==> src/rtl/core/triangle_fill_span_rasterizer_top_macros.svh <==
// Assertion helpers shared by the rasterizer RTL.
`ifndef TRIANGLE_FILL_SPAN_RASTERIZER_TOP_MACROS_SVH
`define TRIANGLE_FILL_SPAN_RASTERIZER_TOP_MACROS_SVH

// Same-cycle implication, clocked on clk_i, off during reset.
`define TFSR_ASSERT_IMP(lbl, ante, cons, msg) \
  lbl: assert property (@(posedge clk_i) disable iff (!rst_ni) (ante) |-> (cons)) \
    else $error(msg);

// Next-cycle implication, clocked on clk_i, off during reset.
`define TFSR_ASSERT_NXT(lbl, ante, cons, msg) \
  lbl: assert property (@(posedge clk_i) disable iff (!rst_ni) (ante) |=> (cons)) \
    else $error(msg);

`endif

==> src/rtl/core/tfsr_pkg.sv <==
`default_nettype none
package tfsr_pkg;

  localparam int COORD_BITS_DEF        = 11;
  localparam int MAX_SCREEN_HEIGHT_DEF = 64;
  localparam int MAX_SCREEN_WIDTH_DEF  = 256;

  localparam int WIDTH_BITS  = 9;
  localparam int HEIGHT_BITS = 7;
  localparam int ROW_BITS    = 6;
  localparam int COL_BITS    = 8;
  localparam int WORD_BITS   = 16;
  localparam int CFG_IDX_BITS = 1;

  localparam logic [WIDTH_BITS-1:0]  WIDTH_RESET  = 9'd80;
  localparam logic [HEIGHT_BITS-1:0] HEIGHT_RESET = 7'd30;

  localparam logic [CFG_IDX_BITS-1:0] CFG_SCREEN_WIDTH  = 1'b0;
  localparam logic [CFG_IDX_BITS-1:0] CFG_SCREEN_HEIGHT = 1'b1;

  localparam int GUARD_BITS = 14;
  localparam logic [GUARD_BITS-1:0] WALK_GUARD = 14'd8192;

  typedef struct packed {
    logic [ROW_BITS-1:0]  row;
    logic [COL_BITS-1:0]  span_start;
    logic [COL_BITS-1:0]  span_end;
    logic                 visible;
    logic [WORD_BITS-1:0] glyph;
    logic [WORD_BITS-1:0] colour;
  } tfsr_res_t;

endpackage
`default_nettype wire

==> src/rtl/core/tfsr_if.sv <==
`default_nettype none
interface tfsr_tri_if #(
  parameter int COORD_BITS = tfsr_pkg::COORD_BITS_DEF
);
  import tfsr_pkg::*;
  logic                          valid;
  logic                          ready;
  logic signed [COORD_BITS-1:0]  ax;
  logic signed [COORD_BITS-1:0]  ay;
  logic signed [COORD_BITS-1:0]  bx;
  logic signed [COORD_BITS-1:0]  by;
  logic signed [COORD_BITS-1:0]  cx;
  logic signed [COORD_BITS-1:0]  cy;
  logic [WORD_BITS-1:0]          glyph;
  logic [WORD_BITS-1:0]          colour;
  modport source (output valid, ax, ay, bx, by, cx, cy, glyph, colour, input ready);
  modport sink   (input valid, ax, ay, bx, by, cx, cy, glyph, colour, output ready);
endinterface

interface tfsr_span_if;
  import tfsr_pkg::*;
  logic                 valid;
  logic                 ready;
  logic [ROW_BITS-1:0]  row;
  logic [COL_BITS-1:0]  span_start;
  logic [COL_BITS-1:0]  span_end;
  logic                 visible;
  logic [WORD_BITS-1:0] span_glyph;
  logic [WORD_BITS-1:0] span_colour;
  logic                 last;
  modport source (output valid, row, span_start, span_end, visible, span_glyph,
                  span_colour, last, input ready);
  modport sink   (input valid, row, span_start, span_end, visible, span_glyph,
                  span_colour, last, output ready);
endinterface

interface tfsr_cfg_if;
  import tfsr_pkg::*;
  logic                    valid;
  logic                    ready;
  logic [CFG_IDX_BITS-1:0] index;
  logic [WIDTH_BITS-1:0]   data;
  modport source (output valid, index, data, input ready);
  modport sink   (input valid, index, data, output ready);
endinterface
`default_nettype wire

==> src/rtl/core/triangle_fill_span_rasterizer_top.sv <==
// Channel | Dir | Handshake   | Item
// in_i    | in  | valid/ready | one triangle: three vertices, glyph, colour
// out_o   | out | valid/ready | one row span, last set on the final one
// cfg_i   | in  | valid/ready | register write: screen width or height
// One triangle is walked by the single edge-step sequencer: sort, setup, then per row
// the edge steps of each edge, a widen and a push.
// in_i.ready is high only while idle; cfg_i is always ready.
// rst_ni clears control state and loads the screen size 80 by 30.
// With a span already held, a full output register stalls the walk until out_o takes its item.
`default_nettype none
`include "triangle_fill_span_rasterizer_top_macros.svh"
module triangle_fill_span_rasterizer_top #(
  parameter int COORD_BITS        = tfsr_pkg::COORD_BITS_DEF,
  parameter int MAX_SCREEN_HEIGHT = tfsr_pkg::MAX_SCREEN_HEIGHT_DEF,
  parameter int MAX_SCREEN_WIDTH  = tfsr_pkg::MAX_SCREEN_WIDTH_DEF
) (
  input  wire         clk_i,
  input  wire         rst_ni,
  tfsr_tri_if.sink    in_i,
  tfsr_span_if.source out_o,
  tfsr_cfg_if.sink    cfg_i
);
  import tfsr_pkg::*;

  localparam int W  = COORD_BITS + 3;
  localparam int SW = (W > 13) ? W : 13;

  localparam logic [3:0] ST_IDLE   = 4'd0;
  localparam logic [3:0] ST_SORT   = 4'd1;
  localparam logic [3:0] ST_SETUP  = 4'd2;
  localparam logic [3:0] ST_UOUT   = 4'd3;
  localparam logic [3:0] ST_EDGE0  = 4'd4;
  localparam logic [3:0] ST_EDGE1  = 4'd5;
  localparam logic [3:0] ST_WIDEN  = 4'd6;
  localparam logic [3:0] ST_PUSH   = 4'd7;
  localparam logic [3:0] ST_LSETUP = 4'd8;
  localparam logic [3:0] ST_LOUT   = 4'd9;
  localparam logic [3:0] ST_DONE   = 4'd10;

  logic [3:0] state_q, state_d;
  logic [1:0] sort_q, sort_d;
  logic       lower_q, lower_d;
  logic signed [W-1:0] vx_q [3];
  logic signed [W-1:0] vy_q [3];
  logic signed [W-1:0] vx_d [3];
  logic signed [W-1:0] vy_d [3];
  logic [WORD_BITS-1:0] glyph_q, glyph_d, colour_q, colour_d;
  logic signed [W-1:0] x0_q, x0_d, x1_q, x1_d, err0_q, err0_d, err1_q, err1_d;
  logic signed [W-1:0] maj0_q, maj0_d, maj1_q, maj1_d, min0_q, min0_d, min1_q, min1_d;
  logic signed [W-1:0] i_q, i_d, row_q, row_d, erow_q, erow_d, lo_q, lo_d, hi_q, hi_d;
  logic signed [1:0]   p1_q, p1_d, p2_q, p2_d, s0_q, s0_d, s1_q, s1_d;
  logic c1_q, c1_d, c2_q, c2_d;
  logic [GUARD_BITS-1:0] guard_q, guard_d;
  logic [WIDTH_BITS-1:0]  width_q;
  logic [HEIGHT_BITS-1:0] height_q;
  tfsr_res_t pend_q, pend_d, out_q, out_d;
  logic pend_valid_q, pend_valid_d, out_valid_q, out_valid_d, out_last_q, out_last_d;

  function automatic logic signed [W-1:0] abs_w(input logic signed [W-1:0] v);
    abs_w = (v < 0) ? -v : v;
  endfunction

  always_ff @(posedge clk_i or negedge rst_ni) begin
    if (!rst_ni) begin
      width_q  <= WIDTH_RESET;
      height_q <= HEIGHT_RESET;
    end else if (cfg_i.valid) begin
      case (cfg_i.index)
        CFG_SCREEN_WIDTH:  width_q  <= cfg_i.data;
        CFG_SCREEN_HEIGHT: height_q <= cfg_i.data[HEIGHT_BITS-1:0];
        default: ;
      endcase
    end
  end

  assign cfg_i.ready = 1'b1;

  logic out_free;
  assign out_free = !out_valid_q || out_o.ready;

  always_comb begin
    logic signed [W-1:0]  dx, dy, ext, lo_w, hi_w;
    logic signed [SW-1:0] cw, lo_c, hi_c;
    logic signed [W-1:0]  ch;
    logic                 ge, hit, stop, swp;
    logic [1:0]           ia, ib;
    tfsr_res_t            nres;

    state_d = state_q; sort_d = sort_q; lower_d = lower_q;
    vx_d = vx_q; vy_d = vy_q; glyph_d = glyph_q; colour_d = colour_q;
    x0_d = x0_q; x1_d = x1_q; err0_d = err0_q; err1_d = err1_q;
    maj0_d = maj0_q; maj1_d = maj1_q; min0_d = min0_q; min1_d = min1_q;
    i_d = i_q; row_d = row_q; erow_d = erow_q; lo_d = lo_q; hi_d = hi_q;
    p1_d = p1_q; p2_d = p2_q; s0_d = s0_q; s1_d = s1_q; c1_d = c1_q; c2_d = c2_q;
    guard_d = guard_q;
    pend_d = pend_q; pend_valid_d = pend_valid_q;
    out_d = out_q; out_last_d = out_last_q;
    out_valid_d = (out_valid_q && out_o.ready) ? 1'b0 : out_valid_q;
    dx = '0; dy = '0; ext = '0; ge = 1'b0; hit = 1'b0; stop = 1'b0; swp = 1'b0;
    ia = 2'd0; ib = 2'd1;
    lo_w = '0; hi_w = '0;

    cw = (SW'(width_q) > SW'(MAX_SCREEN_WIDTH)) ? SW'(MAX_SCREEN_WIDTH) : SW'(width_q);
    ch = (W'(height_q) > W'(MAX_SCREEN_HEIGHT)) ? W'(MAX_SCREEN_HEIGHT) : W'(height_q);
    lo_c = (lo_q < 0) ? '0 : SW'(lo_q);
    hi_c = (SW'(hi_q) > cw - SW'(1)) ? cw - SW'(1) : SW'(hi_q);
    nres = '0;
    nres.row = erow_q[ROW_BITS-1:0];
    if (lo_c <= hi_c) begin
      nres.span_start = lo_c[COL_BITS-1:0];
      nres.span_end   = hi_c[COL_BITS-1:0];
      nres.visible    = 1'b1;
      nres.glyph      = glyph_q;
      nres.colour     = colour_q;
    end

    case (state_q)
      ST_IDLE: begin
        if (in_i.valid) begin
          vx_d[0] = W'(in_i.ax); vy_d[0] = W'(in_i.ay);
          vx_d[1] = W'(in_i.bx); vy_d[1] = W'(in_i.by);
          vx_d[2] = W'(in_i.cx); vy_d[2] = W'(in_i.cy);
          glyph_d = in_i.glyph; colour_d = in_i.colour;
          sort_d = 2'd0;
          state_d = ST_SORT;
        end
      end
      ST_SORT: begin
        case (sort_q)
          2'd0:    begin ia = 2'd0; ib = 2'd1; end
          2'd1:    begin ia = 2'd0; ib = 2'd2; end
          default: begin ia = 2'd1; ib = 2'd2; end
        endcase
        swp = vy_q[ia] > vy_q[ib];
        if (swp) begin
          vx_d[ia] = vx_q[ib]; vx_d[ib] = vx_q[ia];
          vy_d[ia] = vy_q[ib]; vy_d[ib] = vy_q[ia];
        end
        sort_d = sort_q + 2'd1;
        if (sort_q == 2'd2) state_d = ST_SETUP;
      end
      ST_SETUP: begin
        x0_d = vx_q[0]; x1_d = vx_q[0]; row_d = vy_q[0]; lower_d = 1'b0;
        dx = vx_q[1] - vx_q[0]; dy = vy_q[1] - vy_q[0];
        s0_d = (dx < 0) ? -2'sd1 : 2'sd1;
        c1_d = dy > abs_w(dx);
        maj0_d = c1_d ? dy : abs_w(dx);
        min0_d = c1_d ? abs_w(dx) : dy;
        err0_d = maj0_d >>> 1;
        dx = vx_q[2] - vx_q[0]; dy = vy_q[2] - vy_q[0];
        s1_d = (dx < 0) ? -2'sd1 : 2'sd1;
        c2_d = dy > abs_w(dx);
        maj1_d = c2_d ? dy : abs_w(dx);
        min1_d = c2_d ? abs_w(dx) : dy;
        err1_d = maj1_d >>> 1;
        i_d = '0;
        state_d = (vy_q[0] != vy_q[1]) ? ST_UOUT : ST_LSETUP;
      end
      ST_UOUT, ST_LOUT: begin
        if ((state_q == ST_UOUT) ? (i_q < maj0_q) : (i_q <= maj0_q)) begin
          p1_d = '0; p2_d = '0;
          lo_d = (x0_q < x1_q) ? x0_q : x1_q;
          hi_d = (x0_q < x1_q) ? x1_q : x0_q;
          state_d = ST_EDGE0;
        end else begin
          state_d = (state_q == ST_UOUT) ? ST_LSETUP : ST_DONE;
        end
      end
      ST_EDGE0: begin
        guard_d = '0;
        if (!(i_q < maj0_q)) begin
          state_d = ST_EDGE1;
        end else begin
          ext = err0_q + min0_q;
          ge = ext >= maj0_q;
          err0_d = ge ? ext - maj0_q : ext;
          if (ge && c1_q) p1_d = s0_q;
          hit = ge && !c1_q;
          if (!lower_q || !(hit || c1_q)) i_d = i_q + W'(1);
          if (hit || c1_q) state_d = ST_EDGE1;
          else x0_d = x0_q + W'(s0_q);
        end
      end
      ST_EDGE1: begin
        stop = (guard_q == WALK_GUARD) || (lower_q && (x1_q == vx_q[2]));
        if (stop) begin
          state_d = ST_WIDEN;
        end else begin
          ext = err1_q + min1_q;
          ge = ext >= maj1_q;
          err1_d = ge ? ext - maj1_q : ext;
          if (ge && c2_q) p2_d = s1_q;
          hit = ge && !c2_q;
          if (hit || c2_q) begin
            state_d = ST_WIDEN;
          end else begin
            x1_d = x1_q + W'(s1_q);
            guard_d = guard_q + GUARD_BITS'(1);
          end
        end
      end
      ST_WIDEN: begin
        lo_w = lo_q; hi_w = hi_q;
        if (x0_q < lo_w) lo_w = x0_q;
        if (x1_q < lo_w) lo_w = x1_q;
        if (x0_q > hi_w) hi_w = x0_q;
        if (x1_q > hi_w) hi_w = x1_q;
        lo_d = lo_w; hi_d = hi_w;
        erow_d = row_q;
        x0_d = x0_q + (c1_q ? W'(0) : W'(s0_q)) + W'(p1_q);
        x1_d = x1_q + (c2_q ? W'(0) : W'(s1_q)) + W'(p2_q);
        row_d = row_q + W'(1);
        state_d = ST_PUSH;
      end
      ST_PUSH: begin
        if (erow_q >= 0 && erow_q < ch) begin
          if (!pend_valid_q || out_free) begin
            if (pend_valid_q) begin
              out_d = pend_q; out_last_d = 1'b0; out_valid_d = 1'b1;
            end
            pend_d = nres; pend_valid_d = 1'b1;
            stop = 1'b1;
          end
        end else begin
          stop = 1'b1;
        end
        if (stop) begin
          if (!lower_q) begin
            state_d = (row_q == vy_q[1]) ? ST_LSETUP : ST_UOUT;
          end else if (row_q > vy_q[2]) begin
            state_d = ST_DONE;
          end else begin
            i_d = i_q + W'(1);
            state_d = ST_LOUT;
          end
        end
      end
      ST_LSETUP: begin
        dx = vx_q[2] - vx_q[1]; dy = vy_q[2] - vy_q[1];
        s0_d = (dx < 0) ? -2'sd1 : 2'sd1;
        c1_d = dy > abs_w(dx);
        maj0_d = c1_d ? dy : abs_w(dx);
        min0_d = c1_d ? abs_w(dx) : dy;
        err0_d = maj0_d >>> 1;
        x0_d = vx_q[1];
        i_d = '0;
        lower_d = 1'b1;
        state_d = ST_LOUT;
      end
      ST_DONE: begin
        if (out_free) begin
          out_d = pend_valid_q ? pend_q : '0;
          out_last_d = 1'b1; out_valid_d = 1'b1;
          pend_valid_d = 1'b0;
          state_d = ST_IDLE;
        end
      end
      default: state_d = ST_IDLE;
    endcase
  end

  always_ff @(posedge clk_i or negedge rst_ni) begin
    if (!rst_ni) begin
      state_q      <= ST_IDLE;
      pend_valid_q <= 1'b0;
      out_valid_q  <= 1'b0;
    end else begin
      state_q      <= state_d;
      pend_valid_q <= pend_valid_d;
      out_valid_q  <= out_valid_d;
    end
  end

  always_ff @(posedge clk_i) begin
    sort_q <= sort_d; lower_q <= lower_d;
    vx_q <= vx_d; vy_q <= vy_d; glyph_q <= glyph_d; colour_q <= colour_d;
    x0_q <= x0_d; x1_q <= x1_d; err0_q <= err0_d; err1_q <= err1_d;
    maj0_q <= maj0_d; maj1_q <= maj1_d; min0_q <= min0_d; min1_q <= min1_d;
    i_q <= i_d; row_q <= row_d; erow_q <= erow_d; lo_q <= lo_d; hi_q <= hi_d;
    p1_q <= p1_d; p2_q <= p2_d; s0_q <= s0_d; s1_q <= s1_d; c1_q <= c1_d; c2_q <= c2_d;
    guard_q <= guard_d;
    pend_q <= pend_d; out_q <= out_d; out_last_q <= out_last_d;
  end

  assign in_i.ready        = (state_q == ST_IDLE);
  assign out_o.valid       = out_valid_q;
  assign out_o.row         = out_q.row;
  assign out_o.span_start  = out_q.span_start;
  assign out_o.span_end    = out_q.span_end;
  assign out_o.visible     = out_q.visible;
  assign out_o.span_glyph  = out_q.glyph;
  assign out_o.span_colour = out_q.colour;
  assign out_o.last        = out_last_q;

  `TFSR_ASSERT_NXT(a_accept_starts_sort, in_i.valid && in_i.ready, state_q == ST_SORT, "accept did not start sort")
  `TFSR_ASSERT_NXT(a_done_drains, (state_q == ST_DONE) && out_free, !pend_valid_q, "held span after last")
  `TFSR_ASSERT_IMP(a_idle_no_pend, in_i.ready, !pend_valid_q, "idle with a held span")
  `TFSR_ASSERT_IMP(a_hidden_zero, out_o.valid && !out_o.visible, out_o.span_glyph == '0 && out_o.span_colour == '0 && out_o.span_start == '0 && out_o.span_end == '0, "hidden span has payload")

endmodule
`default_nettype wire
==> src/flat_wrapper.sv <==
// flat-port wrapper written by rule: the top's interface ports become plain ports
module triangle_fill_span_rasterizer_top_flat import tfsr_pkg::*;
#(
  parameter int COORD_BITS        = tfsr_pkg::COORD_BITS_DEF,
  parameter int MAX_SCREEN_HEIGHT = tfsr_pkg::MAX_SCREEN_HEIGHT_DEF,
  parameter int MAX_SCREEN_WIDTH  = tfsr_pkg::MAX_SCREEN_WIDTH_DEF
)
  (clk_i, rst_ni, in_i_valid, in_i_ax, in_i_ay, in_i_bx, in_i_by, in_i_cx, in_i_cy, in_i_glyph, in_i_colour, in_i_ready, out_o_valid, out_o_row, out_o_span_start, out_o_span_end, out_o_visible, out_o_span_glyph, out_o_span_colour, out_o_last, out_o_ready, cfg_i_valid, cfg_i_index, cfg_i_data, cfg_i_ready);
  tfsr_tri_if #(.COORD_BITS(COORD_BITS)) in_i_i ();
  tfsr_span_if out_o_i ();
  tfsr_cfg_if cfg_i_i ();
  input  wire clk_i;
  input  wire rst_ni;
  input wire logic [$bits(in_i_i.valid)-1:0] in_i_valid;
  input wire logic [$bits(in_i_i.ax)-1:0] in_i_ax;
  input wire logic [$bits(in_i_i.ay)-1:0] in_i_ay;
  input wire logic [$bits(in_i_i.bx)-1:0] in_i_bx;
  input wire logic [$bits(in_i_i.by)-1:0] in_i_by;
  input wire logic [$bits(in_i_i.cx)-1:0] in_i_cx;
  input wire logic [$bits(in_i_i.cy)-1:0] in_i_cy;
  input wire logic [$bits(in_i_i.glyph)-1:0] in_i_glyph;
  input wire logic [$bits(in_i_i.colour)-1:0] in_i_colour;
  output wire logic [$bits(in_i_i.ready)-1:0] in_i_ready;
  output wire logic [$bits(out_o_i.valid)-1:0] out_o_valid;
  output wire logic [$bits(out_o_i.row)-1:0] out_o_row;
  output wire logic [$bits(out_o_i.span_start)-1:0] out_o_span_start;
  output wire logic [$bits(out_o_i.span_end)-1:0] out_o_span_end;
  output wire logic [$bits(out_o_i.visible)-1:0] out_o_visible;
  output wire logic [$bits(out_o_i.span_glyph)-1:0] out_o_span_glyph;
  output wire logic [$bits(out_o_i.span_colour)-1:0] out_o_span_colour;
  output wire logic [$bits(out_o_i.last)-1:0] out_o_last;
  input wire logic [$bits(out_o_i.ready)-1:0] out_o_ready;
  input wire logic [$bits(cfg_i_i.valid)-1:0] cfg_i_valid;
  input wire logic [$bits(cfg_i_i.index)-1:0] cfg_i_index;
  input wire logic [$bits(cfg_i_i.data)-1:0] cfg_i_data;
  output wire logic [$bits(cfg_i_i.ready)-1:0] cfg_i_ready;
  assign in_i_i.valid = in_i_valid;
  assign in_i_i.ax = in_i_ax;
  assign in_i_i.ay = in_i_ay;
  assign in_i_i.bx = in_i_bx;
  assign in_i_i.by = in_i_by;
  assign in_i_i.cx = in_i_cx;
  assign in_i_i.cy = in_i_cy;
  assign in_i_i.glyph = in_i_glyph;
  assign in_i_i.colour = in_i_colour;
  assign in_i_ready = in_i_i.ready;
  assign out_o_valid = out_o_i.valid;
  assign out_o_row = out_o_i.row;
  assign out_o_span_start = out_o_i.span_start;
  assign out_o_span_end = out_o_i.span_end;
  assign out_o_visible = out_o_i.visible;
  assign out_o_span_glyph = out_o_i.span_glyph;
  assign out_o_span_colour = out_o_i.span_colour;
  assign out_o_last = out_o_i.last;
  assign out_o_i.ready = out_o_ready;
  assign cfg_i_i.valid = cfg_i_valid;
  assign cfg_i_i.index = cfg_i_index;
  assign cfg_i_i.data = cfg_i_data;
  assign cfg_i_ready = cfg_i_i.ready;
  triangle_fill_span_rasterizer_top #(.COORD_BITS(COORD_BITS), .MAX_SCREEN_HEIGHT(MAX_SCREEN_HEIGHT), .MAX_SCREEN_WIDTH(MAX_SCREEN_WIDTH)) u_core (.clk_i(clk_i), .rst_ni(rst_ni), .in_i(in_i_i), .out_o(out_o_i), .cfg_i(cfg_i_i));
endmodule
==> config.mk <==
export PLATFORM = sky130hd
export DESIGN_NAME = triangle_fill_span_rasterizer_top_flat
export DESIGN_NICKNAME = d
export VERILOG_FILES = /design/src/rtl/core/tfsr_pkg.sv /design/src/rtl/core/tfsr_if.sv /design/src/rtl/core/triangle_fill_span_rasterizer_top.sv /design/src/flat_wrapper.sv
export VERILOG_INCLUDE_DIRS = /design/src /design/src/rtl/core
export SDC_FILE = /design/constraint.sdc
export NUM_CORES = 2
export LEC_CHECK = 0
export BUFFER_PORTS_ARGS = -buffer_cell sky130_fd_sc_hd__buf_4
export CORE_MARGIN = 5
export CORE_UTILIZATION = 57
export CTS_CLUSTER_DIAMETER = 30
export CTS_CLUSTER_SIZE = 12
export DETAILED_ROUTE_END_ITERATION = 8
export PLACE_DENSITY = 0.78
export SLEW_MARGIN = 5
export SYNTH_ARGS = -nofsm -noshare
export SYNTH_HDL_FRONTEND = slang
export SYNTH_SLANG_ARGS = --single-unit
==> constraint.sdc <==
create_clock -name clk_i -period 6.02 [get_ports clk_i]
set_clock_uncertainty 0.15 [all_clocks]
set_input_delay 1.204 -clock clk_i [delete_from_list [all_inputs] [get_ports clk_i]]
set_output_delay 1.204 -clock clk_i [all_outputs]
set_load 0.02 [all_outputs]
==> Flow_metrics.wiki <==
{| class="wikitable"
! Metric !! Value
|-
| Status || complete, no violations
|-
| Largest fanout on the critical path || 24
|-
| Number of buffers created by CTS || 105
|-
| Remaining Overflow, GRT || 0
|-
| Critical path startpoint || u_core.width_q[8]
|-
| Total nets after synthesis || 4191
|-
| Register-to-register setup slack || 0.25 ns
|-
| Critical path capture point type || flip-flop
|-
| Kind of path behind the tightest hold check || input port to asynchronous set/reset pin
|-
| Initial DRC count || 2862
|-
| Fillcell total || 4809
|-
| Critical Path Source Type || flip-flop
|-
| Netlist cell types || 109
|-
| R2r startpoint || u_core.width_q[8]
|-
| Final number of setup-violating endpoints || 0
|-
| Clock slew at the register clock pins of the worst setup and hold paths || 0.06 ns
|-
| Sum of net half-perimeters after detailed placement || 81100 um
|-
| Wire length per cell || 22.8 um
|-
| Maximum number of pins on one net before global-route repair || 76
|-
| Kind of critical path || flip-flop to flip-flop
|-
| Horizontal die dimension || 261 um
|-
| Starting utilization of the core area || 57.2%
|-
| Slowest library cell on the worst path || sky130_fd_sc_hd__mux2_2
|-
| PortBufs || 170
|-
| Number of placed I/O pins || 172
|-
| Final hold violation count || 0
|-
| Yosys warns || 0
|-
| Maximum single-stage delay on the critical path || 0.38 ns
|-
| Number of cell rows || 92
|-
| Fmax achieved || 173 MHz
|-
| Number of antenna violations at the first check in global routing || 4
|-
| Length of the first detailed-routing pass in iterations || 8
|-
| P&R area growth vs syn || 17.7%
|-
| Number of storage elements in the synthesis netlist || 456
|-
| Area contributors post-synth || sky130_fd_sc_hd__edfxtp_1, sky130_fd_sc_hd__ha_1, sky130_fd_sc_hd__a21oi_1
|-
| Actual slew at the worst max-slew pin || 1.11 ns
|-
| Maximum clock insertion buffer count || 3
|-
| Cells after Synth || 3661
|-
| Routability congestion estimate || 1.00
|-
| Required arrival time at the worst endpoint || 6.39 ns
|-
| Max-slew headroom || 25.7%
|-
| Commonest non-fill, non-tap cell in the layout || sky130_fd_sc_hd__edfxtp_1
|-
| Least setup slack across all paths after layout || 0.254 ns
|-
| Worst reg-to-reg path cell count || 27
|-
| DRT Wirelength || 110000 um
|-
| Arrival time of data at the critical path endpoint || 6.14 ns
|-
| Crit path time final || 5.77 ns
|-
| Endpoint of the most critical register-to-register path || u_core.pend_q[40]
|-
| Core ar. || 62600 sq um
|-
| Yosys top cell area share || 36.4%
|-
| Share of cells above drive strength 1 || 13.7%
|-
| Portion of the post-synthesis area used by sequential elements || 37.9%
|-
| Detailed-route via count || 30218
|-
| Per-cell via count in the routed design || 6.25
|-
| Post-synth EDFFs || 434
|-
| Global routing usage summed across all routing layers || 31.4%
|-
| Number of maximum-capacitance violations || 0
|-
| Fraction of registers with async set or reset after synthesis || 4.82%
|-
| Total number of nets in the final design || 4434
|-
| Cell area after technology mapping || 35800 sq um
|-
| Worst-skew pair later-pin latency || 0.68 ns
|-
| Final period util || 95.8%
|-
| Average cell area after synthesis || 9.79 sq um
|-
| Cell chosen for the clock root || sky130_fd_sc_hd__clkbuf_16
|-
| First-pass GRT wire length || 166000 um
|-
| Commonest non-fill, non-tap cells in the layout || sky130_fd_sc_hd__edfxtp_1, sky130_fd_sc_hd__ha_1, sky130_fd_sc_hd__nand2_1, sky130_fd_sc_hd__nor2_1, sky130_fd_sc_hd__buf_4
|-
| Height of the chip || 261 um
|-
| Die area || 68000 sq um
|-
| Number of hold buffers added after CTS || 0
|-
| Most instantiated flip-flop cell in the synthesis netlist || sky130_fd_sc_hd__edfxtp_1
|-
| Setup Slack @ Placement || 0.318 ns
|-
| Number of H-tree branching levels || 3
|-
| Sinks on the clock net || 456
|-
| Clock tree from TritonCTS || built
|-
| Cell type contributing the most total cell area after synthesis || sky130_fd_sc_hd__edfxtp_1
|-
| Antenna-violating nets left || 0
|-
| Pins Over Slew Limit || 0
|-
| Critical path destination || u_core.pend_q[40]
|-
| DR DRC count || 0
|-
| Vias in the first global route || 29106
|}
## worst min path at each step
| stage | endpoint | from |
|---|---|---|
| global placement | u_core.pend_q[54] | u_core.erow_q[5] |
| global route | u_core.height_q[0] | rst_ni |
| detailed placement | u_core.pend_q[54] | u_core.erow_q[5] |
| floorplan | u_core.pend_q[49] | u_core.erow_q[0] |
| CTS | u_core.width_q[3] | rst_ni |
| finish | u_core.state_q[1] | rst_ni |
## cell usage after synthesis, drive strengths merged (101+ instances only)
master    n
ha      377
a21oi   251
clkbuf  101
inv     244
o21ai   219
xor2    117
xnor2   140
edfxtp  434
nand2   293
mux2i   103
nor2    260
nor2b   115
## layer usage
layer / wire length (um) / up-vias / global-route usage (%) / part of all wire, %
li1: - / 14014 / - / -
met1: 43500 / 14384 / 41.1 / 39
met2: 50400 / 1466 / 49.8 / 46
met3: 10600 / 348 / 7.00 / 9.6
met4: 5820 / 6 / 14.9 / 5.3
met5: 30 / - / 0 / 0.027
## flip-flops by register name, summed over array words and instances (netlist names), 8 cells and up
| register | count |
|---|---|
| u_core.maj0_q | 14 |
| u_core.lo_q | 14 |
| u_core.err1_q | 14 |
| u_core.vy_q | 42 |
| u_core.width_q | 9 |
| u_core.out_o.span_end | 8 |
| u_core.x1_q | 14 |
| u_core.out_o.span_colour | 16 |
| u_core.vx_q | 42 |
| u_core.min1_q | 14 |
| u_core.row_q | 14 |
| u_core.guard_q | 14 |
| u_core.pend_q | 55 |
| u_core.maj1_q | 14 |
| u_core.err0_q | 14 |
| u_core.colour_q | 16 |
| u_core.i_q | 14 |
| u_core.glyph_q | 16 |
| u_core.x0_q | 14 |
| u_core.hi_q | 14 |
| u_core.erow_q | 14 |
| u_core.out_o.span_start | 8 |
| u_core.min0_q | 14 |
| u_core.out_o.span_glyph | 16 |
## through the flow
stage | TNS [ns] | util, % | area (sq um) | instances | hold slack (ns)
2_1_floorplan | 0 | - | 35800 | 3661 | 0.277
3_3_place_gp | 0 | 61.5 | 38500 | 4640 | 0.293
3_5_place_dp | 0 | 61.5 | 38500 | 4640 | 0.294
4_1_cts | 0 | 67.2 | 42100 | 4834 | 0.245
5_1_grt | -0.000265 | 67.3 | 42200 | 4837 | 0.269
6_report | 0 | 67.3 | 42200 | 4838 | 0.270
## worst max-delay path: cells and delay by family, from the launching register on
family | cells | cell delay [ns]
compound gates | 13 | 2.38
simple gates | 7 | 0.98
fa+ha+maj | 3 | 0.87
buf+inv | 3 | 0.51
mux | 1 | 0.38
flops | 1 | 0.35
## layout make-up
type | instances | area (sq um) | area share, %
multi-input combinational | 2837 | 21000 | 49.8
tap | 846 | 1060 | 2.51
timing repair buffer | 260 | 2020 | 4.80
antenna | 1 | 2.50 | 0.00593
inverter | 244 | 916 | 2.17
clock buffer | 117 | 2690 | 6.38
clock inverter | 77 | 907 | 2.15
sequential | 456 | 13600 | 32.2
## kinds of logic after synthesis
family,Yosys count,share of synthesized area [%]
buf+inv,368,4.00
xor+xnor,257,6.30
flops,456,37.9
other cells,1,0.0105
compound gates,941,17.5
simple gates,1088,15.0
fa+ha+maj,417,15.4
mux,133,3.86
## repair_timing
item	in CTS	in global routing
gates resized for setup	0	9
endpoints found under the setup margin	0	69
setup buffers	0	2
Power is left out: the tool's default activity adds up to more than one toggle a clock period on the data nets, which glitch-free logic cannot reach.
